File: src/hw/rtl/ufmsc_ram.sv
`default_nettype none
module ufmsc_ram #(
    parameter int WIDTH  = 8,
    parameter int ADDR_W = 4
) (
    input  wire logic              i_clk,
    input  wire logic              i_we,
    input  wire logic [ADDR_W-1:0] i_waddr,
    input  wire logic [WIDTH-1:0]  i_wdata,
    input  wire logic [ADDR_W-1:0] i_raddr,
    output logic      [WIDTH-1:0]  o_rdata
);

    logic [WIDTH-1:0] r_mem [(1 << ADDR_W)];

    // write port
    always_ff @(posedge i_clk) begin
        if (i_we) begin
            r_mem[i_waddr] <= i_wdata;
        end
    end

    // registered read port
    always_ff @(posedge i_clk) begin
        o_rdata <= r_mem[i_raddr];
    end

endmodule
`default_nettype wire

File: config.mk
export PLATFORM = sky130hd
export DESIGN_NAME = ufmsc_ram
export DESIGN_NICKNAME = d
export VERILOG_FILES = /design/src/hw/rtl/ufmsc_ram.sv
export SDC_FILE = /design/constraint.sdc
export NUM_CORES = 1
export LEC_CHECK = 0
export BUFFER_PORTS_ARGS = -buffer_cell sky130_fd_sc_hd__buf_2
export CAP_MARGIN = 20
export CORE_MARGIN = 3
export CORE_UTILIZATION = 60
export CTS_BUF_LIST = sky130_fd_sc_hd__clkbuf_4 sky130_fd_sc_hd__clkbuf_8
export DETAILED_ROUTE_END_ITERATION = 12
export HOLD_SLACK_MARGIN = 0.1
export PLACE_DENSITY_LB_ADDON = 0.2
export SETUP_SLACK_MARGIN = 0.1
export SYNTH_ARGS = -nofsm -noshare
export SYNTH_HDL_FRONTEND = slang
export SYNTH_SLANG_ARGS = --single-unit
File: constraint.sdc
create_clock -name i_clk -period 4.22 [get_ports i_clk]
set_input_delay 0.422 -clock i_clk [delete_from_list [all_inputs] [get_ports i_clk]]
set_output_delay 0.422 -clock i_clk [all_outputs]
set_load 0.05 [all_outputs]
==> results of run 1 <==
==> layout by cell type (no fill, tap or decap) <==
| cell | Yosys | routed |
|---|---|---|
| buf_4 | 1 | 3 |
| clkinvlp_4 | 0 | 2 |
| nor2_1 | 13 | 13 |
| or3b_2 | 1 | 1 |
| mux4_2 | 18 | 18 |
| nand2b_1 | 2 | 2 |
| clkbuf_8 | 0 | 20 |
| buf_2 | 3 | 26 |
| nand3_1 | 1 | 1 |
| a22oi_1 | 16 | 16 |
| and2b_1 | 1 | 1 |
| nor3_1 | 4 | 4 |
| clkinv_2 | 0 | 3 |
| mux4_1 | 14 | 14 |
| and2_1 | 1 | 1 |
| clkbuf_4 | 0 | 4 |
| dfxtp_1 | 8 | 8 |
| bufinv_16 | 0 | 3 |
| edfxtp_1 | 128 | 128 |
| nand2_1 | 9 | 9 |
| nor2b_1 | 1 | 1 |
| nand3b_1 | 2 | 2 |
==> layout make-up <==
| type | count | area, µm² | share of cell area, % |
|---|---|---|---|
| Timing Repair Buffer | 29 | 153 | 2.65 |
| Clock inverter | 8 | 120 | 2.08 |
| Sequential cell | 136 | 4000 | 69.4 |
| Multi-Input combinational cell | 83 | 1060 | 18.3 |
| Tap cell | 105 | 131 | 2.28 |
| Clock buffer | 24 | 305 | 5.29 |
==> through the flow <==
step	cells	worst slack, ns	utilization (%)	cell area, µm²	total power [mW]
2_1_floorplan	229	2.31	-	5150	1.65
3_3_place_gp	352	1.71	64.7	5340	1.70
3_5_place_dp	353	1.74	64.7	5350	1.71
4_1_cts	385	2.20	69.9	5770	2.80
5_1_grt	385	2.13	69.9	5770	2.88
6_report	385	2.23	69.9	5770	2.78
==> routing by layer <==
layer	track usage [%]	routed length, µm
met2	30.4	4370
met5	0	0
met3	5.87	335
met4	8.93	165
met1	29.7	4170
==> power groups by stage <==
| stage | sequential, mW | combinational, mW | clock, mW |
|---|---|---|---|
| after floorplan | 1.58 | 0.0767 | 0 |
| after global placement | 1.55 | 0.158 | 0 |
| after detailed placement | 1.55 | 0.160 | 0 |
| after CTS | 1.52 | 0.160 | 1.12 |
| after global routing | 1.52 | 0.171 | 1.19 |
| final | 1.52 | 0.158 | 1.10 |
==> logic make-up after synthesis <==
kind of cell | synth area share (%)
muxes | 15.0
DFF | 77.8
and+or+nand+nor | 3.18
buffers and inverters | 1.68
AOI/OAI and AO/OA | 2.33
==> registers in the layout (all words and copies together) (netlist names) <==
name and flops:
o_rdata 8, r_mem 128
==> how the worst max path moves through the flow <==
stage	to	depth (start not counted)	slack, ns	startpoint
final	o_rdata[2]	4	2.23	i_raddr[0]
after global routing	o_rdata[2]	4	2.13	i_raddr[0]
after CTS	o_rdata[2]	4	2.20	i_raddr[0]
after detailed placement	o_rdata[2]	4	1.74	i_raddr[0]
after global placement	r_mem[0][1]	3	1.71	i_waddr[2]
after floorplan	r_mem[0][0]	2	2.31	i_waddr[2]
==> Yosys cell counts <==
| cell | number |
|---|---|
| and2_1 | 1 |
| nand2_1 | 9 |
| and2b_1 | 1 |
| buf_6 | 3 |
| nor2b_1 | 1 |
| nand3b_1 | 2 |
| buf_4 | 1 |
| edfxtp_1 | 128 |
| mux4_1 | 14 |
| nor2_1 | 13 |
| buf_2 | 3 |
| nor3_1 | 4 |
| dfxtp_1 | 8 |
| mux4_2 | 18 |
| clkdlybuf4s25_2 | 3 |
| a22oi_1 | 16 |
| or3b_2 | 1 |
| nand3_1 | 1 |
| nand2b_1 | 2 |
==> worst register-to-register path: cells and delay by family (launching register included) <==
family / cells / cell delay [ns]
flops: 1 / 0.38
simple gates: 1 / 0.10
compound gates: 1 / 0.32
mux: 1 / 0.51
==> metrics, run 1 <==
TritonCTS clock tree yes; power share of the clock group 39.6%; switching portion of total power 20.1%; ranking of synthesized cells by area edfxtp_1 (75%), mux4_2 (7.9%), mux4_1 (7.1%), dfxtp_1 (3.1%), a22oi_1 (2.3%); CP Max Fanout 32; status completed; Synth-to-Final Area Change 12.1%; Power Internal 2.22 mW; startpoint types primary input; Hold Fails Final Rpt 0; Post-Syn Area 5150 µm²; Sequential Power Share 54.7%; CTS root buf clkbuf_8; GRT overflow 0; Final setup viols 0; total core area 8260 µm²; first-pass GRT wire length 14000 µm; CP cell instances buf_2, mux4_1, a22oi_1, nand2_1; fin crit period 1.99 ns; setup bufs post-CTS 0; GP Congestion 0.715; die outline area 9730 µm²; CTS Buf Count 17; Filler Cells Inserted 516; clk_skew 0.0105 ns; largest net degree at the start of global routing 33; FMAX 502 MHz; CTS max path bufs 2; Die Span Y 98.6 µm; # H-tree levels 4; Syn Inst Count 229; Pwr Density 481 nW/µm²; Syn. warnings 0; fraction of the yosys area taken by sequential cells 77.8%; Port Buffer Count 25; Sink Count 136; post-CTS resize count 0; CP max stage delay 0.77 ns; die width 98.6 µm; Initial Utilization 62.3%; Max Transition Viols Final 0; Min-Delay Path Depth 1; Top Family by Delay on Critical Path buffers and inverters; worst slew pin tran 1.05 ns; Crit. End Element flip-flop; Netlist cell types 19; Reg clk slew, reported paths 0.07 ns; CP max stage cell buf_2; WS Path Type primary input to flip-flop; slew margin rel. 30.3%; hpwl dp 5550 µm; unrepaired setup endpoints after global routing no; DRC 0; drt total wl 9040 µm; Critical path buffers and inverters 1; combinational power share 5.7%; DR iter-0 viols 205; Reg2Reg Launch Point r_mem[2][2]; hold wc startpoint i_wdata[4]; worst hold path type primary input to flip-flop; Net Sw Power 558 µW; maximum vdd drop 0.252 mV; Hold Path Sink r_mem[13][4]; vias in the first global route 2424; layout cell share with drive strength beyond 1 28.6%; Worst R2R Setup Slack 2.80 ns; I/O Pins 26; reg2reg end o_rdata[2]; CP arrival 2.29 ns; Max-Cap Viols 0; Vias 2295; Global Route Usage Sum 20.7%; Yosys top cell by area edfxtp_1; Static Leakage 1.93 nW; initial antenna violation count 0; share of the synthesized area in the top cell type 74.7%; Fin Setup TNS 0 ns; wire per inst 23.5 µm; share of the clock period used by the worst path 47.2%; vias per cell 5.96; Synthesized Nets 247; syn avg cell area 22.5 µm²; first drt pass iteration count 4; FF+latch count, synth 136; FP Rows 33; Worst EP required 4.52 ns; antenna viol nets, final 0; Final Net Count 285; worst hold slack 0.379 ns; n_diodes 0; hold_buf cts 0; clk_lat worst skew 0.42 ns; cell depth of the worst flop-to-flop path 3
No activity file was read; power rests on OpenSTA's default activity.
==> inputs of run 2 (changes only) <==
Settings changed: ABC_AREA from default to 1.
Clock period 4.22 ns to 1.95 ns, I/O delays scaled along.
==> metrics, run 2 <==
die outline area 10800 µm²; Commonest cells post-synth nand2_1 (173), edfxtp_1 (128), inv_1 (100); wire per inst 16.6 µm; commonest non-fill, non-tap cells in the layout nand2_1 (173), edfxtp_1 (128), inv_1 (100), nand3_1 (97), buf_2 (25); drt total wl 12100 µm; clk_skew 0.0141 ns; CP max stage cell dfxtp_1; n_diodes 0; Net Sw Power 1.54 mW; commonest non-fill, non-tap cell in the layout nand2_1; Static Leakage 2.79 nW; status completed; CP max stage delay 0.35 ns; Post-Syn Area 5770 µm²; share of the synthesized area in the top cell type 66.7%; vias per cell 5.23; Top FF cell, synth edfxtp_1; Biggest register r_mem; first-pass GRT wire length 19300 µm; hold wc startpoint i_wdata[3]; Reg2Reg Launch Point r_mem[4][3]; Critical path buffers and inverters 1; GP Congestion 0.828; I/O Pins 26; slew margin rel. 55.8%; antenna viol nets, final 0; CTS root buf clkbuf_8; fin crit period 1.24 ns; switching portion of total power 26.3%; asr flop ratio synth 0%; Tot Pwr 5.84 mW; Critical path origin o_rdata[5]; Netlist cell types 12; combinational power share 7.7%; Fin Setup TNS 0 ns; Synth-to-Final Area Change 11.0%; total core area 9280 µm²; Pwr Density 913 nW/µm²; share of the clock period used by the worst path 63.7%; DRC 0; Port Buffer Count 25; FP Rows 35; CTS max path bufs 2; Yosys top cell by area edfxtp_1; vias in the first global route 3610; Worst EP required 1.75 ns; clk_lat worst skew 0.44 ns; syn avg cell area 10.5 µm²; Final setup viols 0; most frequent cell after synthesis nand2_1; Global Route Usage Sum 23.7%; maximum vdd drop 0.592 mV; ranking of synthesized cells by area edfxtp_1 (67%), nand2_1 (11%), nand3_1 (8.4%), inv_1 (6.5%), dfxtp_1 (2.8%); Syn Inst Count 551; max FFs per register 128; # H-tree levels 4; power share of the clock group 36.1%; number of synthesized flops with an enable pin 128; worst hold path type primary input to flip-flop; first drt pass iteration count 5; largest net degree at the start of global routing 65; Crit. End Element primary output; Final Net Count 605; unrepaired setup endpoints after global routing no; FMAX 805 MHz; Initial Utilization 62.1%; Max-Cap Viols 0; Synthesized Nets 569; CP cell instances buf_2; CP arrival 1.05 ns; Vias 3811; FF+latch count, synth 136; GRT overflow 0; Hold Fails Final Rpt 0; post-CTS resize count 0; Max Transition Viols Final 0; DR iter-0 viols 370; die width 104 µm; Sequential Power Share 56.2%; worst slew pin tran 0.661 ns; Reg clk slew, reported paths 0.09 ns; hpwl dp 7160 µm; pre-CTS WS 0.530 ns; Die Span Y 104 µm; Power Internal 4.31 mW; initial antenna violation count 0; fraction of the yosys area taken by sequential cells 69.4%; Filler Cells Inserted 698; Setup WS post-layout 0.707 ns; Sink Count 136; CTS Buf Count 17; Top Family by Delay on Critical Path flip-flops; startpoint types flip-flop; CP Max Fanout 1; biggest regs r_mem: 128 flops, o_rdata: 8 flops; TritonCTS clock tree yes; WS Path Type flip-flop to primary output; Syn. warnings 0; layout cell share with drive strength beyond 1 12.3%
## run 2: kinds of logic (layout without fill, tap and decap cells)
group                  count (synthesis)  in the layout  share of synthesized area, %
AND/OR/NAND/NOR                      289            289                          21.0
flip-flops                           136            136                          69.4
buffers and inverters                126            175                          9.52
## run 2: area by class of cell
type,count,area (µm²),share of cell area [%]
Clock buffer,17,234,3.66
Clock inverter,15,131,2.05
Inverter,102,383,5.98
Multi-Input combinational cell,289,1210,19.0
Sequential cell,136,4000,62.6
Tap cell,129,161,2.52
Timing Repair Buffer,41,273,4.26
## run 2: final timing paths
check,end,slack [ns],depth (start not counted)
setup / recovery,o_rdata[5],0.71,1
hold / removal,r_mem[0][3],0.17,1
setup reg to reg,o_rdata[3],0.94,6
hold reg to reg,o_rdata[3],0.68,6
## run 2: worst reg2reg max path: stages (launching register included)
cell	delay, ns
edfxtp_1	0.38
inv_1	0.08
nand2_1	0.07
nand3_1	0.09
nand3_1	0.11
nand3_1	0.12
nand2_1	0.07
## run 2: power groups by stage
stage                     Combinational (mW)  Clock, mW  Sequential, mW
final                                  0.450       2.11            3.28
after global routing                   0.496       2.31            3.29
after CTS                              0.452       2.15            3.28
after detailed placement               0.448          0            3.35
after global placement                 0.441          0            3.35
after floorplan                        0.231          0            3.41
## run 2: layer usage
metal  up-vias  global-route usage [%]  routed length (µm)
li1       1843                       -                   -
met1      1790                    33.2                5210
met2       158                    35.3                5700
met3        20                    5.28                 848
met4         0                    11.7                 312
met5         -                       0                   0
## run 2: what timing repair did
item / in CTS / in global routing
hold buffers: 1 / 0
endpoints found under the hold margin: 4 / 0
setup endpoints to repair: 0 / 0
setup buffers: 0 / 0
## run 2: stage by stage
stage | std cells | hold slack, ns | utilization (%) | area, µm²
2_1_floorplan | 551 | 0.294 | - | 5770
3_3_place_gp | 696 | 0.560 | 64.9 | 6020
3_5_place_dp | 696 | 0.566 | 64.9 | 6020
4_1_cts | 729 | 0.147 | 68.9 | 6400
5_1_grt | 729 | 0.153 | 68.9 | 6400
6_report | 729 | 0.168 | 68.9 | 6400
